$ cat src/rtl/hdcc_pkg.sv
// Shared types, framing constants and the CRC-16/X.25 byte update.
// No dependencies.
package hdcc_pkg;

    localparam logic [7:0]  FLAG_BYTE  = 8'h7E;
    localparam logic [7:0]  ESC_BYTE   = 8'h7D;
    localparam logic [7:0]  ESC_XOR    = 8'h20;
    localparam logic [15:0] CRC_INIT   = 16'hFFFF;
    localparam logic [15:0] CRC_XOROUT = 16'hFFFF;
    localparam logic [15:0] CRC_POLY   = 16'h8408;

    typedef logic [1:0] status_t;
    typedef logic       kind_t;

    localparam status_t ST_GOOD   = 2'd0;
    localparam status_t ST_SHORT  = 2'd1;
    localparam status_t ST_BADCRC = 2'd2;

    localparam kind_t KIND_DATA = 1'b0;
    localparam kind_t KIND_END  = 1'b1;

    // Reflected CRC, one bit per step, eight steps per byte.
    function automatic logic [15:0] crc_byte(input logic [15:0] crc, input logic [7:0] b);
        logic [15:0] c;
        c = crc ^ {8'h00, b};
        for (int i = 0; i < 8; i++) begin
            if (c[0])
                c = (c >> 1) ^ CRC_POLY;
            else
                c = c >> 1;
        end
        return c;
    endfunction

endpackage

$ cat src/rtl/hdcc_in_if.sv
// Input channel: raw received bytes with valid/ready.
// Depends on nothing but the clock domain of its users.
interface hdcc_in_if;
    logic       valid;
    logic       ready;
    logic [7:0] rx_byte;

    modport source (output valid, output rx_byte, input ready);
    modport sink   (input valid, input rx_byte, output ready);
endinterface

$ cat src/rtl/hdcc_out_if.sv
// Result channel: decoded bytes and frame-end status with valid/ready.
// Depends on hdcc_pkg for the kind and status types.
interface hdcc_out_if;
    logic               valid;
    logic               ready;
    hdcc_pkg::kind_t    kind;
    logic [7:0]         data_byte;
    hdcc_pkg::status_t  frame_status;

    modport source (output valid, output kind, output data_byte, output frame_status,
                    input ready);
    modport sink   (input valid, input kind, input data_byte, input frame_status,
                    output ready);
endinterface

$ cat src/rtl/hdlc_deframer_crc16_check.sv
// Async HDLC deframer with CRC-16/X.25 frame check, top level.
// Depends on hdcc_pkg, hdcc_in_if and hdcc_out_if.
//
//  channel  | dir | payload                              | role
//  ---------+-----+--------------------------------------+---------------------------
//  rx_ch    | in  | rx_byte[7:0]                         | raw escaped byte stream
//  res_ch   | out | kind, data_byte[7:0], frame_status   | decoded byte / frame end
//
// One byte per cycle while rx_ch.ready is high; the result of a transaction appears in the
// result register in the cycle after it is accepted. The CRC byte update is the longest path in that cycle.
// An escape byte produces no result. rx_ch.ready drops only while a result waits
// and res_ch.ready is low. Reset (rst_n low) clears the frame state and drops res_ch.valid.
module hdlc_deframer_crc16_check (
    input  logic          clk,
    input  logic          rst_n,
    hdcc_in_if.sink       rx_ch,
    hdcc_out_if.source    res_ch
);

    logic        esc_reg,   esc_next;
    logic [15:0] crc_reg,   crc_next;
    logic [7:0]  held0_reg, held0_next;
    logic [7:0]  held1_reg, held1_next;
    logic [1:0]  count_reg, count_next;

    logic               res_valid_reg, res_valid_next;
    hdcc_pkg::kind_t    kind_reg,      kind_next;
    logic [7:0]         data_reg,      data_next;
    hdcc_pkg::status_t  status_reg,    status_next;

    logic        accept;
    logic        is_flag;
    logic        esc_start;
    logic        has_result;
    logic [7:0]  decoded;
    logic [15:0] fcs;
    hdcc_pkg::status_t end_status;

    assign rx_ch.ready = !res_valid_reg || res_ch.ready;
    assign accept      = rx_ch.valid && rx_ch.ready;

    assign is_flag    = (rx_ch.rx_byte == hdcc_pkg::FLAG_BYTE);
    assign esc_start  = !is_flag && !esc_reg && (rx_ch.rx_byte == hdcc_pkg::ESC_BYTE);
    assign has_result = !esc_start;
    assign decoded    = esc_reg ? (rx_ch.rx_byte ^ hdcc_pkg::ESC_XOR) : rx_ch.rx_byte;
    assign fcs        = {held1_reg, held0_reg};

    always_comb
    begin
        if (count_reg <= 2'd2)
            end_status = hdcc_pkg::ST_SHORT;
        else if ((crc_reg ^ hdcc_pkg::CRC_XOROUT) == fcs)
            end_status = hdcc_pkg::ST_GOOD;
        else
            end_status = hdcc_pkg::ST_BADCRC;
    end

    always_comb
    begin
        esc_next   = esc_reg;
        crc_next   = crc_reg;
        held0_next = held0_reg;
        held1_next = held1_reg;
        count_next = count_reg;
        if (accept)
        begin
            priority if (is_flag)
            begin
                // Flag ends the frame, dropping any pending escape.
                esc_next   = 1'b0;
                crc_next   = hdcc_pkg::CRC_INIT;
                held0_next = 8'h00;
                held1_next = 8'h00;
                count_next = 2'd0;
            end
            else if (esc_start)
            begin
                esc_next = 1'b1;
            end
            else
            begin
                esc_next = 1'b0;
                // Advance the hold; the oldest byte leaves into the CRC.
                if (count_reg >= 2'd2)
                    crc_next = hdcc_pkg::crc_byte(crc_reg, held0_reg);
                held0_next = held1_reg;
                held1_next = decoded;
                if (count_reg != 2'd3)
                    count_next = count_reg + 2'd1;
            end
        end
    end

    always_comb
    begin
        res_valid_next = res_valid_reg && !res_ch.ready;
        kind_next      = kind_reg;
        data_next      = data_reg;
        status_next    = status_reg;
        if (accept && has_result)
        begin
            res_valid_next = 1'b1;
            if (is_flag)
            begin
                kind_next   = hdcc_pkg::KIND_END;
                data_next   = 8'h00;
                status_next = end_status;
            end
            else
            begin
                kind_next   = hdcc_pkg::KIND_DATA;
                data_next   = decoded;
                status_next = hdcc_pkg::ST_GOOD;
            end
        end
    end

    always_ff @(posedge clk or negedge rst_n)
    begin
        if (!rst_n)
        begin
            esc_reg       <= 1'b0;
            crc_reg       <= hdcc_pkg::CRC_INIT;
            held0_reg     <= 8'h00;
            held1_reg     <= 8'h00;
            count_reg     <= 2'd0;
            res_valid_reg <= 1'b0;
        end
        else
        begin
            esc_reg       <= esc_next;
            crc_reg       <= crc_next;
            held0_reg     <= held0_next;
            held1_reg     <= held1_next;
            count_reg     <= count_next;
            res_valid_reg <= res_valid_next;
        end
    end

    // Result payload, no reset needed.
    always_ff @(posedge clk)
    begin
        kind_reg   <= kind_next;
        data_reg   <= data_next;
        status_reg <= status_next;
    end

    assign res_ch.valid        = res_valid_reg;
    assign res_ch.kind         = kind_reg;
    assign res_ch.data_byte    = data_reg;
    assign res_ch.frame_status = status_reg;

endmodule

$ cat src/flat_wrapper.sv
// flat-port wrapper written by rule: the top's interface ports become plain ports
module hdlc_deframer_crc16_check_flat 
  (clk, rst_n, rx_ch_valid, rx_ch_rx_byte, rx_ch_ready, res_ch_valid, res_ch_kind, res_ch_data_byte, res_ch_frame_status, res_ch_ready);
  hdcc_in_if rx_ch_i ();
  hdcc_out_if res_ch_i ();
  input  logic clk;
  input  logic rst_n;
  input wire logic [$bits(rx_ch_i.valid)-1:0] rx_ch_valid;
  input wire logic [$bits(rx_ch_i.rx_byte)-1:0] rx_ch_rx_byte;
  output wire logic [$bits(rx_ch_i.ready)-1:0] rx_ch_ready;
  output wire logic [$bits(res_ch_i.valid)-1:0] res_ch_valid;
  output wire logic [$bits(res_ch_i.kind)-1:0] res_ch_kind;
  output wire logic [$bits(res_ch_i.data_byte)-1:0] res_ch_data_byte;
  output wire logic [$bits(res_ch_i.frame_status)-1:0] res_ch_frame_status;
  input wire logic [$bits(res_ch_i.ready)-1:0] res_ch_ready;
  assign rx_ch_i.valid = rx_ch_valid;
  assign rx_ch_i.rx_byte = rx_ch_rx_byte;
  assign rx_ch_ready = rx_ch_i.ready;
  assign res_ch_valid = res_ch_i.valid;
  assign res_ch_kind = res_ch_i.kind;
  assign res_ch_data_byte = res_ch_i.data_byte;
  assign res_ch_frame_status = res_ch_i.frame_status;
  assign res_ch_i.ready = res_ch_ready;
  hdlc_deframer_crc16_check u_core (.clk(clk), .rst_n(rst_n), .rx_ch(rx_ch_i), .res_ch(res_ch_i));
endmodule
$ cat config.mk
export PLATFORM = sky130hd
export DESIGN_NAME = hdlc_deframer_crc16_check_flat
export DESIGN_NICKNAME = d
export VERILOG_FILES = /design/src/rtl/hdcc_pkg.sv /design/src/rtl/hdcc_in_if.sv /design/src/rtl/hdcc_out_if.sv /design/src/rtl/hdlc_deframer_crc16_check.sv /design/src/flat_wrapper.sv
export SDC_FILE = /design/constraint.sdc
export NUM_CORES = 1
export LEC_CHECK = 0
export BUFFER_PORTS_ARGS = -buffer_cell sky130_fd_sc_hd__buf_2
export CAP_MARGIN = 20
export CORE_MARGIN = 1
export CORE_UTILIZATION = 50
export CTS_CLUSTER_DIAMETER = 120
export CTS_CLUSTER_SIZE = 16
export DETAILED_ROUTE_END_ITERATION = 8
export PLACE_DENSITY = 0.7
export SETUP_SLACK_MARGIN = 0.05
export SLEW_MARGIN = 10
export SYNTH_ARGS = -nofsm -noshare
export SYNTH_HDL_FRONTEND = slang
export SYNTH_SLANG_ARGS = --single-unit
$ cat constraint.sdc
create_clock -name clk -period 3.6 [get_ports clk]
set_clock_uncertainty 0.05 [all_clocks]
set_input_delay 0.18 -clock clk [delete_from_list [all_inputs] [get_ports clk]]
set_output_delay 0.18 -clock clk [all_outputs]
set_load 0.02 [all_outputs]
==> qor.csv <==
stage,metric,value,unit
outcome,run status,finished clean,
setup_path,reg2reg end,u_core.held1_reg[6],
clock_tree,root buffer cell,clkbuf_8,
setup_path,Worst Setup SP,u_core.esc_reg,
logic_synthesis,syn_nets,196,
logic_synthesis,Post-Syn Instances,182,
sta,Tmin final,2.48,ns
drt,DRC,0,
logic_synthesis,distinct cell type count after synthesis,32,
pwr,Pleak,0.00106,uW
logic_synthesis,Synth Flop Type,dfrtp_1,
layout,"commonest non-fill, non-tap cell in the layout",xnor2_1,
sta,Setup Total Neg Slack,0,ns
sta,Achievable Freq,0.403,GHz
clock_tree,Max H-tree Level,2,
setup_path,critical path class,flop to flop,
pwr,total chip power,2350,uW
pwr,Pint,1530,uW
drt,vias per cell,5.61,
setup_path,Setup crit start kind,flop,
layout,Finished Layout Cells,262,
drt,post-route antenna net violation count,0,
sta,Pins Over Slew Limit,0,
grt,largest net degree at the start of global routing,37,
flow_run,max cap viols,0,
placed_design,post-placement cell count,253,
grt,grt ovf,0,
sta,final hold vios,0,
drt,iteration-0 DRC count of the detailed router,76,
clock_tree,Bufs on Longest Clock Path,2,
layout,max reg flops,16,
grt,initial antenna violation count,0,
grt,first-pass GRT wire length,7270,um
drt,first-pass iteration count of the detailed router,4,
pwr,pwr dens,908,mW/mm^2
pwr,Comb pwr share,41.6,%
layout,fin nets,223,
setup_path,Crit path required time,3.73,ns
floorplan,Die Span Y,69.4,um
clock_tree,clock sink count,47,
grt,vias in the first global route,1532,
layout,Inserted Diodes,0,
clock_tree,worst skew pair latency,0.29,ns
sta,normalized max-slew margin,45.2,%
pwr,maximum vdd drop,0.432,mV
sta,Final setup violation count,0,
logic_synthesis,multiplexer share of the synthesized area,6.33,%
floorplan,Chip Width,69.4,um
layout,# fillers,341,
layout,P&R area growth vs syn,14.0,%
setup_path,reg2reg path depth,4,
setup_path,crit end category,flop,
placed_design,PortBufs,24,
setup_path,R2R Setup Slk,1.12,ns
setup_path,Critical Path Fanout Max,18,
setup_path,Crit Reg-Reg Startpoint,u_core.esc_reg,
logic_synthesis,"FF+latch count, synth",47,
sta,RSZ-0062 raised after global routing,no,
floorplan,Initial Util,52.2,%
logic_synthesis,synthesized area per cell,12.5,um^2
logic_synthesis,Synth area leaders,"dfrtp_1 (22%), dfstp_2 (18%), edfxtp_1 (15%)",
logic_synthesis,Syn. warnings,0,
floorplan,io pins,25,
min_path,HP Class,input port to flop,
floorplan,Core Rows,24,
min_path,hold wc startpoint,rx_ch_rx_byte[7],
grt,Overall Global Routing Usage,18.9,%
drt,via count,1471,
sta,Least-Margin Pin Slew,0.821,ns
layout,"commonest cells after routing, fill and taps aside","xnor2_1 (27), buf_2 (24), nand2_1 (21), dfrtp_1 (20), dfstp_2 (16)",
layout,layout cells sized above 1,36.7,%
logic_synthesis,Post-Synth XOR/XNOR Area,12.7,%
drt,Post-Route WL,4350,um
pwr,clock power share,19.4,%
logic_synthesis,asr flop ratio synth,76.6,%
pwr,Sequential Power Share,39.0,%
logic_synthesis,Yosys top cell area share,22.0,%
logic_synthesis,Synth Area in Compound Gates,11.3,%
logic_synthesis,Post-Syn Area,0.00227,mm^2
logic_synthesis,largest area contributor in the netlist,dfrtp_1,
sta,Final period util,69.0,%
pwr,Psw,823,uW
logic_synthesis,largest family of logic cells by synthesized area,XOR/XNOR gates,
setup_path,Crit path arrival time,2.62,ns
clock_tree,CTS Buf Count,5,
logic_synthesis,number of synthesized flops with an enable pin,11,
setup_path,Worst Setup EP,u_core.held1_reg[6],
min_path,hold path depth,1,
placed_design,routability cong.,0.741,
clock_tree,CTS tree,yes,
logic_synthesis,"Seq/Total Area, Yosys",55.0,%
logic_synthesis,Post-Synth Simple-Gate Area,11.0,%
drt,WL per Instance,16.6,um
pwr,Switching Share,35.0,%
placed_design,DP Wirelength,3170,um
clock_tree,Clock Pin Slew Worst Setup and Hold Paths,0.09,ns
logic_synthesis,Synth Area in Adders,1.10,%
floorplan,Std-Cell Core Area,0.00435,mm^2
floorplan,Die ar.,0.00482,mm^2
how the worst min path moves through the flow:
| stage | endpoint |
|---|---|
| 2_1_floorplan | u_core.count_reg[0] |
| 6_report | u_core.res_ch.data_byte[7] |
| 3_3_place_gp | u_core.held1_reg[6] |
| 3_5_place_dp | u_core.held1_reg[2] |
| 5_1_grt | u_core.res_ch.data_byte[7] |
| 4_1_cts | u_core.res_ch.data_byte[7] |
logic make-up (layout without fill, tap and decap cells):
| family | Yosys count | count (layout) |
|---|---|---|
| adders and majority gates | 2 | 2 |
| DFF | 47 | 47 |
| xor gates and xnor gates | 33 | 33 |
| muxes | 13 | 13 |
| and+or+nand+nor | 48 | 48 |
| buffers and inverters | 13 | 41 |
| AOI/OAI and AO/OA | 26 | 26 |
per-layer routing:
layer / global-route usage [%] / vias to the layer above / share of wire, %
met5: 0 / - / 0
met4: 5.22 / 0 / 0.67
met3: 3.20 / 4 / 4.2
met2: 30.5 / 42 / 49
met1: 26.6 / 741 / 46
li1: - / 684 / -
critical path: stages (launching register included):
cell and delay [ns]:
dfrtp_1 0.41, or3b_2 0.50, o311ai_2 0.70, inv_2 0.35, mux2_2 0.36
synth_stat cells (4+ instances only):
library cell and n:
edfxtp_1 11, dfstp_2 16, xor2_1 6, a2bb2oi_2 10, o21ai_0 8, clkbuf_1 5, nor2_1 5, inv_1 4
nor4_1 4, mux2_2 11, xnor2_1 27, nand2_1 21, dfrtp_1 20, and2_1 5
layout make-up:
cell class,instances,area (um^2),share of cell area (%)
timing repair buffer,28,153,5.89
tap,52,65.1,2.51
sequential,47,1250,48.3
clock buffer,5,68.8,2.65
multi-input combinational,122,968,37.4
inverter,5,18.8,0.724
clock inverter,3,67.6,2.61
power groups by stage:
stage | clock [uW] | sequential, uW | combinational, uW
floorplan | 0 | 903 | 798
finish | 458 | 918 | 979
global route | 481 | 940 | 1070
CTS | 463 | 917 | 985
global placement | 0 | 918 | 945
detailed placement | 0 | 927 | 974
what timing repair did:
action,4_1_cts,5_1_grt
endpoints found under the hold margin,20,0
gates resized for setup,0,0
setup buffers,0,0
hold buffers,1,0
metrics by stage:
step	hold slack (ns)	worst slack (ns)	instance area [um^2]	utilization, %
floorplan	-0.166	1.69	2270	-
global placement	0.244	1.24	2440	56.0
detailed placement	0.258	1.13	2450	56.2
CTS	0.0433	1.13	2590	59.5
global route	0.0391	0.958	2590	59.5
finish	0.0462	1.12	2590	59.5
(Power assumes the default switching activity.)
